File: src/rtl/core/pfmm_pkg.sv
// Package for the pulse frequency median meter: item types, register
// indexes, ring sizing and arithmetic constants. No dependencies.
`timescale 1ns / 1ps

package pfmm_pkg;

   localparam int RING_DEPTH = 8;
   localparam int RING_AW    = (RING_DEPTH > 1) ? $clog2(RING_DEPTH) : 1;
   localparam int MID_HI     = RING_DEPTH / 2;
   localparam int MID_LO     = (RING_DEPTH % 2 == 1) ? RING_DEPTH / 2 : RING_DEPTH / 2 - 1;
   localparam bit MED_ODD    = (RING_DEPTH % 2 == 1);

   localparam int FREQ_W = 28;
   localparam int DIV_STEPS = FREQ_W;
   localparam logic [FREQ_W-1:0] FREQ_MAX = 28'hFFFFFFF;
   localparam logic [FREQ_W-1:0] FREQ_NUM = 28'd256000000;

   localparam int CSR_IW = 3;
   localparam logic [CSR_IW-1:0] CSR_EXTRA_TIMEOUT = 3'd0;
   localparam logic [CSR_IW-1:0] CSR_STALE_LIMIT   = 3'd1;
   localparam logic [CSR_IW-1:0] CSR_THRESHOLD     = 3'd2;
   localparam logic [CSR_IW-1:0] CSR_SAMPLE_PERIOD = 3'd3;
   localparam logic [CSR_IW-1:0] CSR_COUNT_RELOAD  = 3'd4;

   localparam logic REQ_EDGE = 1'b0;
   localparam logic REQ_POLL = 1'b1;

   typedef struct packed {
      logic        req_type;
      logic [31:0] now_us;
      logic [31:0] now_ms;
   } req_item_type;

   typedef struct packed {
      logic [FREQ_W-1:0] freq_q8;
      logic [FREQ_W-1:0] median_q8;
      logic              working;
      logic [7:0]        down_count;
      logic              timed_out;
   } rsp_item_type;

endpackage

File: src/rtl/core/pulse_frequency_median_meter.sv
// Pulse frequency meter with median ring: top level sequencer.
// Uses pfmm_pkg and pfmm_div.
// A pulse edge item records its interval and goes straight to the result register; a poll
// that is not dead runs the 28-step serial divider (skipped for a zero interval) and the
// one-compare-per-cycle median rank search before its result is registered. One item at
// a time; req_stall is high from acceptance until the result is registered. Reset
// (synchronous) clears state and ring, loads register defaults.
`timescale 1ns / 1ps

module pulse_frequency_median_meter (
   input  logic                           clock,
   input  logic                           reset,
   input  logic                           req_valid,
   output logic                           req_stall,
   input  pfmm_pkg::req_item_type         req_data,
   output logic                           rsp_valid,
   input  logic                           rsp_stall,
   output pfmm_pkg::rsp_item_type         rsp_data,
   input  logic                           csr_we,
   input  logic [pfmm_pkg::CSR_IW-1:0]    csr_index,
   input  logic [31:0]                    csr_wdata
);

   localparam int AW = pfmm_pkg::RING_AW;
   localparam int FW = pfmm_pkg::FREQ_W;

   typedef enum logic [3:0] {
      ST_IDLE, ST_STALE, ST_CHECK, ST_DIVWAIT, ST_SAMPLE,
      ST_MLOAD, ST_MCMP, ST_MFIN, ST_OUT
   } state_type;

   state_type state_ff, state_in;

   logic [31:0] extra_ff, stale_ff, period_ff;
   logic [FW-1:0] thresh_ff;
   logic [7:0]  reload_ff;

   logic [31:0] last_edge_ff, last_edge_in;
   logic [31:0] interval_ff, interval_in;
   logic [FW-1:0] freq_ff, freq_in;
   logic [FW-1:0] median_ff, median_in;
   logic [FW-1:0] ring_ff [pfmm_pkg::RING_DEPTH];
   logic [FW-1:0] ring_in [pfmm_pkg::RING_DEPTH];
   logic [AW-1:0] ptr_ff, ptr_in;
   logic [31:0] last_sample_ff, last_sample_in;
   logic        working_ff, working_in;
   logic [7:0]  down_ff, down_in;
   logic        timed_ff, timed_in;
   logic [31:0] now_us_ff, now_us_in;
   logic [31:0] now_ms_ff, now_ms_in;

   logic [AW-1:0] mi_ff, mi_in, mj_ff, mj_in, rank_ff, rank_in;
   logic [FW-1:0] cand_ff, cand_in, lo_ff, lo_in, hi_ff, hi_in;

   logic        rsp_valid_ff, rsp_valid_in;
   pfmm_pkg::rsp_item_type rsp_ff, rsp_in;

   logic        div_start, div_busy, div_done;
   logic [FW-1:0] div_quo;

   logic [31:0] since;
   logic [32:0] limit;
   logic [FW-1:0] rd_val;
   logic        less;
   logic [AW-1:0] rank_next;
   logic [FW:0]  mid_sum;
   logic [7:0]  dec;

   localparam logic [AW-1:0] IDX_LAST = AW'(pfmm_pkg::RING_DEPTH - 1);

   pfmm_div u_div (
      .clock    (clock),
      .reset    (reset),
      .start    (div_start),
      .divisor  (interval_ff),
      .busy     (div_busy),
      .done     (div_done),
      .quotient (div_quo)
   );

   // configuration registers
   always_ff @(posedge clock) begin
      if (reset) begin
         extra_ff  <= 32'd200000;
         stale_ff  <= 32'd1000000;
         thresh_ff <= 28'd12800;
         period_ff <= 32'd100;
         reload_ff <= 8'd4;
      end else if (csr_we) begin
         case (csr_index)
            pfmm_pkg::CSR_EXTRA_TIMEOUT: extra_ff  <= csr_wdata;
            pfmm_pkg::CSR_STALE_LIMIT:   stale_ff  <= csr_wdata;
            pfmm_pkg::CSR_THRESHOLD:     thresh_ff <= csr_wdata[FW-1:0];
            pfmm_pkg::CSR_SAMPLE_PERIOD: period_ff <= csr_wdata;
            pfmm_pkg::CSR_COUNT_RELOAD:  reload_ff <= csr_wdata[7:0];
            default: ;
         endcase
      end
   end

   always_comb begin
      state_in       = state_ff;
      last_edge_in   = last_edge_ff;
      interval_in    = interval_ff;
      freq_in        = freq_ff;
      median_in      = median_ff;
      ring_in        = ring_ff;
      ptr_in         = ptr_ff;
      last_sample_in = last_sample_ff;
      working_in     = working_ff;
      down_in        = down_ff;
      timed_in       = timed_ff;
      now_us_in      = now_us_ff;
      now_ms_in      = now_ms_ff;
      mi_in          = mi_ff;
      mj_in          = mj_ff;
      rank_in        = rank_ff;
      cand_in        = cand_ff;
      lo_in          = lo_ff;
      hi_in          = hi_ff;
      rsp_valid_in   = rsp_valid_ff & rsp_stall;
      rsp_in         = rsp_ff;
      div_start      = 1'b0;

      since     = now_us_ff - last_edge_ff;
      limit     = {1'b0, interval_ff} + {1'b0, extra_ff};
      rd_val    = ring_ff[(state_ff == ST_MLOAD) ? mi_ff : mj_ff];
      // rank ties by ring position so every entry gets a distinct rank
      less      = (rd_val < cand_ff) || ((rd_val == cand_ff) && (mj_ff < mi_ff));
      rank_next = rank_ff + AW'(less);
      mid_sum   = {1'b0, lo_ff} + {1'b0, hi_ff};
      dec       = down_ff - 8'd1;

      case (state_ff)
         ST_IDLE: begin
            if (req_valid) begin
               now_us_in = req_data.now_us;
               now_ms_in = req_data.now_ms;
               timed_in  = 1'b0;
               if (req_data.req_type == pfmm_pkg::REQ_EDGE) begin
                  interval_in  = req_data.now_us - last_edge_ff;
                  last_edge_in = req_data.now_us;
                  state_in     = ST_OUT;
               end else begin
                  state_in = ST_STALE;
               end
            end
         end
         ST_STALE: begin
            if (interval_ff > stale_ff) begin
               interval_in = '0;
            end
            state_in = ST_CHECK;
         end
         ST_CHECK: begin
            if ({1'b0, since} > limit) begin
               freq_in  = '0;
               timed_in = 1'b1;
               state_in = ST_OUT;
            end else if (interval_ff == 32'd0) begin
               freq_in  = pfmm_pkg::FREQ_MAX;
               state_in = ST_SAMPLE;
            end else begin
               div_start = 1'b1;
               state_in  = ST_DIVWAIT;
            end
         end
         ST_DIVWAIT: begin
            if (div_done) begin
               freq_in  = div_quo;
               state_in = ST_SAMPLE;
            end
         end
         ST_SAMPLE: begin
            if ((now_ms_ff - last_sample_ff) >= period_ff) begin
               ring_in[ptr_ff] = freq_ff;
               ptr_in          = (ptr_ff == IDX_LAST) ? '0 : ptr_ff + AW'(1);
               last_sample_in  = now_ms_ff;
            end
            mi_in    = '0;
            state_in = ST_MLOAD;
         end
         ST_MLOAD: begin
            cand_in  = rd_val;
            rank_in  = '0;
            mj_in    = '0;
            state_in = ST_MCMP;
         end
         ST_MCMP: begin
            rank_in = rank_next;
            mj_in   = mj_ff + AW'(1);
            if (mj_ff == IDX_LAST) begin
               if (rank_next == AW'(pfmm_pkg::MID_LO)) lo_in = cand_ff;
               if (rank_next == AW'(pfmm_pkg::MID_HI)) hi_in = cand_ff;
               mi_in = mi_ff + AW'(1);
               state_in = (mi_ff == IDX_LAST) ? ST_MFIN : ST_MLOAD;
            end
         end
         ST_MFIN: begin
            median_in = pfmm_pkg::MED_ODD ? hi_ff : mid_sum[FW:1];
            if ((freq_ff > thresh_ff) && !working_ff) begin
               working_in = 1'b1;
               down_in    = (dec == 8'd0) ? reload_ff : dec;
            end else if ((freq_ff <= thresh_ff) && working_ff) begin
               working_in = 1'b0;
            end
            state_in = ST_OUT;
         end
         ST_OUT: begin
            // hold until the result register is free
            if (!rsp_valid_ff || !rsp_stall) begin
               rsp_valid_in      = 1'b1;
               rsp_in.freq_q8    = freq_ff;
               rsp_in.median_q8  = median_ff;
               rsp_in.working    = working_ff;
               rsp_in.down_count = down_ff;
               rsp_in.timed_out  = timed_ff;
               state_in          = ST_IDLE;
            end
         end
         default: state_in = ST_IDLE;
      endcase
   end

   always_ff @(posedge clock) begin
      if (reset) begin
         state_ff       <= ST_IDLE;
         last_edge_ff   <= '0;
         interval_ff    <= '0;
         freq_ff        <= '0;
         median_ff      <= '0;
         for (int k = 0; k < pfmm_pkg::RING_DEPTH; k++) begin
            ring_ff[k] <= '0;
         end
         ptr_ff         <= '0;
         last_sample_ff <= '0;
         working_ff     <= 1'b0;
         down_ff        <= 8'd4;
         timed_ff       <= 1'b0;
         rsp_valid_ff   <= 1'b0;
      end else begin
         state_ff       <= state_in;
         last_edge_ff   <= last_edge_in;
         interval_ff    <= interval_in;
         freq_ff        <= freq_in;
         median_ff      <= median_in;
         ring_ff        <= ring_in;
         ptr_ff         <= ptr_in;
         last_sample_ff <= last_sample_in;
         working_ff     <= working_in;
         down_ff        <= down_in;
         timed_ff       <= timed_in;
         rsp_valid_ff   <= rsp_valid_in;
      end
      now_us_ff <= now_us_in;
      now_ms_ff <= now_ms_in;
      mi_ff     <= mi_in;
      mj_ff     <= mj_in;
      rank_ff   <= rank_in;
      cand_ff   <= cand_in;
      lo_ff     <= lo_in;
      hi_ff     <= hi_in;
      rsp_ff    <= rsp_in;
   end

   assign req_stall = (state_ff != ST_IDLE);
   assign rsp_valid = rsp_valid_ff;
   assign rsp_data  = rsp_ff;

`ifndef SYNTHESIS
   a_timeout_zero: assert property (@(posedge clock) disable iff (reset)
      rsp_valid_ff |-> (!rsp_ff.timed_out || rsp_ff.freq_q8 == '0))
      else $error("timed-out result with nonzero frequency");
   a_div_wait: assert property (@(posedge clock) disable iff (reset)
      (state_ff == ST_DIVWAIT) |-> (div_busy || div_done))
      else $error("waiting on an idle divider");
   a_new_rsp: assert property (@(posedge clock) disable iff (reset)
      (rsp_valid_ff && !$past(rsp_valid_ff)) |-> $past(state_ff == ST_OUT))
      else $error("result raised outside the output step");
`endif

endmodule

File: src/rtl/core/pfmm_div.sv
// Bit-serial restoring divider: fixed dividend over a 32-bit divisor,
// one quotient bit per cycle. Uses pfmm_pkg.
`timescale 1ns / 1ps

module pfmm_div (
   input  logic                       clock,
   input  logic                       reset,
   input  logic                       start,
   input  logic [31:0]                divisor,
   output logic                       busy,
   output logic                       done,
   output logic [pfmm_pkg::FREQ_W-1:0] quotient
);

   logic                        busy_ff, busy_in;
   logic                        done_ff, done_in;
   logic [4:0]                  cnt_ff, cnt_in;
   logic [31:0]                 rem_ff, rem_in;
   logic [31:0]                 dvs_ff, dvs_in;
   logic [pfmm_pkg::FREQ_W-1:0] quo_ff, quo_in;
   logic [32:0]                 trial;
   logic [32:0]                 diff;

   always_comb begin
      busy_in = busy_ff;
      done_in = 1'b0;
      cnt_in  = cnt_ff;
      rem_in  = rem_ff;
      dvs_in  = dvs_ff;
      quo_in  = quo_ff;
      trial   = {rem_ff, quo_ff[pfmm_pkg::FREQ_W-1]};
      diff    = trial - {1'b0, dvs_ff};
      if (start) begin
         busy_in = 1'b1;
         cnt_in  = 5'(pfmm_pkg::DIV_STEPS - 1);
         rem_in  = '0;
         dvs_in  = divisor;
         quo_in  = pfmm_pkg::FREQ_NUM;
      end else if (busy_ff) begin
         // shift the next dividend bit in, keep the quotient bit in its place
         if (!diff[32]) begin
            rem_in = diff[31:0];
            quo_in = {quo_ff[pfmm_pkg::FREQ_W-2:0], 1'b1};
         end else begin
            rem_in = trial[31:0];
            quo_in = {quo_ff[pfmm_pkg::FREQ_W-2:0], 1'b0};
         end
         if (cnt_ff == 5'd0) begin
            busy_in = 1'b0;
            done_in = 1'b1;
         end else begin
            cnt_in = cnt_ff - 5'd1;
         end
      end
   end

   always_ff @(posedge clock) begin
      if (reset) begin
         busy_ff <= 1'b0;
         done_ff <= 1'b0;
         cnt_ff  <= '0;
      end else begin
         busy_ff <= busy_in;
         done_ff <= done_in;
         cnt_ff  <= cnt_in;
      end
      rem_ff <= rem_in;
      dvs_ff <= dvs_in;
      quo_ff <= quo_in;
   end

   assign busy     = busy_ff;
   assign done     = done_ff;
   assign quotient = quo_ff;

endmodule

File: config.mk
export PLATFORM = sky130hd
export DESIGN_NAME = pulse_frequency_median_meter
export DESIGN_NICKNAME = d
export VERILOG_FILES = /design/src/rtl/core/pfmm_pkg.sv /design/src/rtl/core/pulse_frequency_median_meter.sv /design/src/rtl/core/pfmm_div.sv
export SDC_FILE = /design/constraint.sdc
export NUM_CORES = 2
export LEC_CHECK = 0
export BUFFER_PORTS_ARGS = -buffer_cell sky130_fd_sc_hd__buf_2
export CORE_MARGIN = 2
export CORE_UTILIZATION = 35
export CTS_CLUSTER_SIZE = 28
export DETAILED_ROUTE_END_ITERATION = 8
export SYNTH_ARGS = -nofsm -noshare
export SYNTH_HDL_FRONTEND = slang
export SYNTH_SLANG_ARGS = --single-unit
File: constraint.sdc
create_clock -name clock -period 28.5 [get_ports clock]
set_input_delay 5.7 -clock clock [delete_from_list [all_inputs] [get_ports clock]]
set_output_delay 5.7 -clock clock [all_outputs]
set_load 0.03 [all_outputs]
-- Word-level counts from Yosys, hierarchy flattened
Cells that the tools add are included.
- flip-flop bits (word level): 848
- input port bits: 105
- output and inout bits: 68
- word-level logic and storage cells: 192
- $add $sub $neg: 12
- magnitude comparators: 10
- eq/ne operators: 27
- muxes and demuxes: 49
- bitwise operators: 6
- reduce and logical (&&, ||, !) cells: 44
- operators with widths (operator ; number):
    bitwise mux 224 bit ; 1
    2-to-1 mux 28 bit ; 6
    2-to-1 mux 32 bit ; 4
    subtractor 32 bit ; 3
    binary-select mux 28 bit (select 3 bit) ; 1
    demux 28 bit (select 3 bit) ; 1
    one-hot mux 32 bit (2 select lines) ; 1
    one-hot mux 28 bit (2 select lines) ; 1
    one-hot mux 4 bit (9 select lines) ; 1
    adder 32 x 32 -> 33 bit ; 1
    greater-than comparator 32 x 33 -> 1 bit ; 1
    subtractor 33 x 32 -> 33 bit ; 1
    greater-or-equal comparator 32 bit ; 1
    greater-than comparator 32 bit ; 1
    logical NOT 32 bit ; 1
    adder 28 x 28 -> 29 bit ; 1
    == test 28 bit ; 1
    greater-than comparator 28 bit ; 1
    <= comparator 28 bit ; 1
    < comparator 28 bit ; 1
    AND reduction 2 bit ; 13
    2-to-1 mux 4 bit ; 6
    one-hot mux 3 bit (2 select lines) ; 3
    == test 4 x 3 -> 1 bit (second input constant) ; 4
    38 further kinds ; 92

-- Depth between registers and ports, before layout
- depth in word-level cells: 12
- mapped depth: 26
- mapped depth without buffers: 25

-- Cells and area by module
From an unflattened synthesis, not the netlist that was laid out.
- cell total of the unflattened synthesis: 4680
- area, all modules: 44296.2 µm²
- modules (own cells, without submodules) (module ; times used ; cells an instance ; area an instance (µm²) ; seq. area each (µm²)):
    pulse_frequency_median_meter ; 1 ; 4100 ; 38667.1 ; 17226.5
    pfmm_div ; 1 ; 580 ; 5629.1 ; 2302.2

-- Least setup slack after synthesis
OpenSTA, ideal clock, no wires.
- path kind: register to register
- from: reg state_ff[3]
- to: reg hi_ff[0], enable pin
- library setup time: 0.494 ns
- arrival time: 9.025 ns
- required time: 28.006 ns
- path slack: 18.982 ns
- cell stages (with the launch flop): 24
- buffers on the path: 2
- period minus slack after synthesis: 9.518 ns
- cell sequence: dfxtp_1 nand2b_1 nor3b_2 mux2i_1 buf_2 buf_2 mux4_2 mux2_2 ha_1 a21o_1 a21o_1 a21o_1 a21o_1 a221o_1 a21o_1 a21o_1 a221oi_1 o31ai_1 o21ai_0 ha_1 ha_1 xnor2_1 nor2_1 nor4b_1
- word-level cells in the longest chain between the ends: 12
- elaborated cells between the ends (all ways): 14
- those cells by class: 1 x add/sub; 1 x order compare; 4 x eq/ne; 4 x mux; 1 x bitwise; 3 x reduce/logical
- ends and longest elaborated chain (element ; RTL line ; source):
    start: declaration ; pulse_frequency_median_meter.sv:32 ; state_type state_ff, state_in;
    start signal: assignment ; pulse_frequency_median_meter.sv:242 ; state_ff <= state_in;
    == test 4 x 3 -> 1 bit * ; pulse_frequency_median_meter.sv:127 ; rd_val = ring_ff[(state_ff == ST_MLOAD) ? mi_ff : mj_ff];
    2-to-1 mux 3 bit * ; pulse_frequency_median_meter.sv:127 ;
    NOT 3 -> 4 bit * ; pulse_frequency_median_meter.sv:127 ;
    binary-select mux 28 bit (select 3 bit) * ; pulse_frequency_median_meter.sv:127 ;
    2-to-1 mux 28 bit * (2 in series) ; pulse_frequency_median_meter.sv:127 ;
    via rd_val[5] ; pulse_frequency_median_meter.sv:63 ; logic [FW-1:0] rd_val;
    parallel branches: the longest is 2 deep, another holds < comparator 28 bit ; n/a ;
    logical OR 1 bit * ; pulse_frequency_median_meter.sv:129 ; less = (rd_val < cand_ff) || ((rd_val == cand_ff) && (mj_ff < mi_ff));
    adder 3 x 1 -> 3 bit * ; pulse_frequency_median_meter.sv:130 ; rank_next = rank_ff + AW'(less);
    == test 3 bit * ; pulse_frequency_median_meter.sv:194 ; if (rank_next == AW'(pfmm_pkg::MID_HI)) hi_in = cand_ff;
    AND reduction 3 bit (no source line) * ; n/a ;
    end signal: assignment ; pulse_frequency_median_meter.sv:262 ; hi_ff <= hi_in;
    end: declaration ; pulse_frequency_median_meter.sv:53 ; logic [FW-1:0] cand_ff, cand_in, lo_ff, lo_in, hi_ff, hi_in;
Mark *: on every way through the listed nets, which the timed path passes. The select of a mux whose other input is x is not followed.
A chain may end at the register's enable or synchronous reset.

-- Worst setup path after layout
- from: in req_data[33] (netlist name)
- to: reg interval_ff[29]
- word-level cells in the longest chain between the ends: 4
- ends and longest elaborated chain (element ; RTL line ; source):
    start: declaration ; pulse_frequency_median_meter.sv:15 ; input pfmm_pkg::req_item_type req_data,
    subtractor 32 bit ; pulse_frequency_median_meter.sv:141 ; interval_in = req_data.now_us - last_edge_ff;
    2-to-1 mux 32 bit ; pulse_frequency_median_meter.sv:140 ; if (req_data.req_type == pfmm_pkg::REQ_EDGE) begin
    2-to-1 mux 32 bit ; pulse_frequency_median_meter.sv:136 ; if (req_valid) begin
    one-hot mux 32 bit (2 select lines) ; pulse_frequency_median_meter.sv:134 ; case (state_ff)
    end signal: assignment ; pulse_frequency_median_meter.sv:244 ; interval_ff <= interval_in;
    end: declaration ; pulse_frequency_median_meter.sv:39 ; logic [31:0] interval_ff, interval_in;
Every way passes these cells. The select of a mux whose other input is x is not followed.

==> impl_metrics.env <==
export IMPL_post_route_drc_count=0
export IMPL_comb_power_share_pct=19.6
export IMPL_placed_area_um2=46300
export IMPL_fillerInstances=12400
export IMPL_die_w_um=360
export IMPL_clock_skew_ns=0.0558
export IMPL_async_flop_share_pct=0
export IMPL_cp_max_fo=4
export IMPL_crit_chain="buf_2 -> ha_1 -> nor2b_1 -> o31ai_1 -> a21oi_1 -> a211o_1 -> a31oi_1 -> o31ai_1 -> nor2_1 -> o21ai_0 -> xor2_1 -> a22o_1"
export IMPL_grt_max_degree=220
export IMPL_grt_pass1_wl_um=178000
export IMPL_drive_gt1_share_pct=11.1
export IMPL_vdd_drop_max_uv=56.9
export IMPL_hp_class="reg2reg"
export IMPL_overflow=0
export IMPL_multi_input_area_um2=22500
export IMPL_routabilityCongestion=0.893
export IMPL_fin_ws_ns=20.54
export IMPL_use_met2_pct=27.0
export IMPL_slew_violations=0
export IMPL_tightest_slew_ns=1.28
export IMPL_tns_ns=0
export IMPL_via_per_inst=5.16
export IMPL_ys_flop_type="dfxtp_1"
export IMPL_fmax_mhz=126
export IMPL_syn_area_um2=44300
export IMPL_initial_core_util_pct=35.2
export IMPL_insertion_delay_ns=0.71
export IMPL_relSlewSlack_pct=14.5
export IMPL_dieHeight_um=360
export IMPL_hold_viol=0
export IMPL_wirelength_um=115000
export IMPL_use_met1_pct=24.7
export IMPL_grtUsageMet3_pct=2.71
export IMPL_power_switching_uw=964
export IMPL_clkTransAtPathRegs_ns=0.07
export IMPL_ys_types=94
export IMPL_tritoncts="yes"
export IMPL_io_pins=173
export IMPL_fin_total_pwr_uw=3240
export IMPL_endpoint_kind="flop"
export IMPL_fin_area_um2=49600
export IMPL_path_class="in2reg"
export IMPL_synth_edf_count=255
export IMPL_period_needed_ns=7.96
export IMPL_place_hpwl_um=80200
export IMPL_place_ws_ns=19.86
export IMPL_rows=130
export IMPL_reg2reg_depth=26
export IMPL_setup_viol=0
export IMPL_cap_violations=0
export IMPL_postCtsHoldBufs=0
export IMPL_cp_depth=12
export IMPL_path_delay_family="compound AO/OA/AOI/OAI gates"
export IMPL_grt_pass1_vias=31100
export IMPL_critPathMaxStageDelay_ns=0.40
export IMPL_htree_levels=3
export IMPL_grt_util_all_layers_pct=17.3
export IMPL_antenna_violating_nets_post_route=0
export IMPL_critPathArrivalTime_ns=8.56
export IMPL_antenna_found_initial=16
export IMPL_critPathRequiredTime_ns=29.10
export IMPL_via_count=32600
export IMPL_cp_slowest_cell="a211o_1"
export IMPL_cts_resized=0
export IMPL_synth_seq_cells=848
export IMPL_power_density_nw_per_um2=65.4
export IMPL_crit_buf_inv=1
export IMPL_numPortBuffers=172
export IMPL_cts_root_buffer="clkbuf_16"
export IMPL_synthToLayoutAreaGrowth_pct=12.1
export IMPL_syn_instance_count=4484
export IMPL_core_um2=126000
export IMPL_cts_sinks=848
export IMPL_dr_pass1_iters=7
export IMPL_p_clk_share_pct=38.8
export IMPL_fin_nets=5032
export IMPL_busiest_layer="met2"
export IMPL_cpMostUsedCell="o31ai_1"
export IMPL_critPathLaunch="req_data[33]"
export IMPL_yosys_area_top_type="dfxtp_1"
export IMPL_wl_per_cell_um=18.2
export IMPL_seq_power_share_pct=41.6
export IMPL_r2r_start="now_us_ff[0]"
export IMPL_power_static_leakage_uw=0.0214
export IMPL_holdPathStages=0
export IMPL_rsz0062_at_grt="no"
export IMPL_yosys_area_top_type_share_pct=26.8
export IMPL_register_area_um2=19500
export IMPL_ys_warnings_count=0
export IMPL_p_int_uw=2280
export IMPL_syn_area_per_cell_um2=9.87
export IMPL_post_cts_repair_setup_buffers=0
export IMPL_status="complete, no violations"
export IMPL_synth_area_top_cells="dfxtp_1 27%, edfxtp_1 17%, ha_1 9.9%"
export IMPL_swShare_pct=29.7
export IMPL_dieArea_um2=129000
export IMPL_clk_path_buf_depth=3
export IMPL_startpoint_type="input pin"
export IMPL_holdCritStartpoint="median_ff[8]"
export IMPL_synth_nets=4946
export IMPL_fin_crit_sh_pct=27.9
export IMPL_numCtsBuffers=95
export IMPL_yosysSeqAreaShare_pct=44.1
export IMPL_initialDrtViolationCount=2399
[worst reg2reg max path: stages, from the launching register on]
cell      delay, ns
edfxtp_1       0.37
inv_1          0.10
ha_1           0.17
inv_1          0.05
fa_1           0.40
a21o_1         0.17
a21oi_1        0.29
o21bai_1       0.11
o211a_1        0.18
a31oi_1        0.44
nand2_1        0.16
a21oi_1        0.17
o21bai_1       0.09
xor2_1         0.15
ha_1           0.30
nand4_1        0.19
nor3_1         0.75
o31ai_1        0.22
o311ai_0       0.39
o21ai_0        0.38
a211oi_1       0.55
nand3_1        0.16
nand2_2        0.35
inv_2          0.46
buf_4          0.45
o21bai_1       0.19
a21oi_1        0.08
[power by group through the flow]
| stage | combinational (uW) | sequential (uW) | clock [uW] |
|---|---|---|---|
| final | 636 | 1350 | 1260 |
| after global routing | 713 | 1360 | 1340 |
| after CTS | 634 | 1350 | 1290 |
| after detailed placement | 629 | 1380 | 0 |
| after global placement | 618 | 1380 | 0 |
| after floorplan | 482 | 1360 | 0 |
[layout by cell type, fill, tap and decap left out, types with 57 or more instances in the layout]
cell type  instances
nor2_1           439
buf_2            171
a21oi_1          383
edfxtp_1         255
a21o_1           137
clkbuf_16         96
nand3_1           58
inv_1            288
dfxtp_1          592
xor2_1            57
xnor2_1          105
mux2i_1          288
o21ai_0           92
ha_1             351
nand2_1          514
[Yosys cell counts (all sizes together) (8+ instances only)]
| library cell | n |
|---|---|
| buf | 79 |
| xor2 | 57 |
| o21a | 33 |
| nor3 | 38 |
| nor4 | 14 |
| nand2b | 38 |
| mux4 | 56 |
| mux2i | 291 |
| a22o | 30 |
| clkbuf | 137 |
| o31ai | 15 |
| xnor2 | 107 |
| inv | 290 |
| or3 | 17 |
| a21o | 137 |
| a21oi | 387 |
| and2 | 17 |
| dfxtp | 593 |
| nor2 | 443 |
| or2 | 14 |
| a31oi | 27 |
| nor2b | 29 |
| o21bai | 24 |
| ha | 351 |
| a211o | 12 |
| a2111oi | 9 |
| a211oi | 24 |
| o2bb2ai | 33 |
| nand2 | 515 |
| nand3 | 58 |
| nor4b | 8 |
| mux2 | 27 |
| nand4 | 55 |
| and3 | 19 |
| o21ai | 94 |
| edfxtp | 255 |
| nor3b | 9 |
| a311oi | 25 |
| o211ai | 43 |
[flip-flops by register name, summed over array words and instances, names as in the netlist, 32 cells and up]
register        cells
extra_ff           32
interval_ff        32
last_edge_ff       32
last_sample_ff     32
now_ms_ff          32
now_us_ff          32
period_ff          32
ring_ff           224
rsp_data           66
stale_ff           32
u_div.dvs_ff       32
u_div.rem_ff       32
[cell families after synthesis]
| logic type | share of synthesized area (%) |
|---|---|
| simple gates | 12.7 |
| compound gates | 14.3 |
| flops | 44.1 |
| buf+inv | 5.26 |
| mux | 10.1 |
| fa+ha+maj | 10.2 |
| xor+xnor | 3.31 |
[metal layers]
| layer | vias up | part of all wire [%] |
|---|---|---|
| met5 | - | 0 |
| met2 | 789 | 44 |
| met1 | 15500 | 48 |
| li1 | 16100 | - |
| met4 | 0 | 2.2 |
| met3 | 147 | 5.8 |
[worst paths after layout]
check | end | slack (ns)
worst max-delay path | interval_ff[29] | 20.54
worst min-delay path | rsp_data[18] | 0.42
worst max register to register | state_ff[1] | 20.96
worst min register to register | rsp_data[18] | 0.42
[through the flow]
step           std cells  hold slack (ns)  util, %
3_3_place_gp        6123            0.417     36.9
4_1_cts             6303            0.411     39.5
5_1_grt             6306            0.425     39.5
3_5_place_dp        6123            0.413     36.9
2_1_floorplan       4484            0.406        -
6_report            6308            0.417     39.5
[layout make-up]
cell class	count	share of cell area (%)
Antenna cell	5	0.0252
Clock buffer	129	5.40
Timing Repair Buffer	205	2.28
Tap cell	1650	4.16
Inverter	290	2.19
Sequential cell	848	39.4
Multi-Input combinational cell	3130	45.4
Clock inverter	51	1.16
No activity file was read; power rests on OpenSTA's default activity.
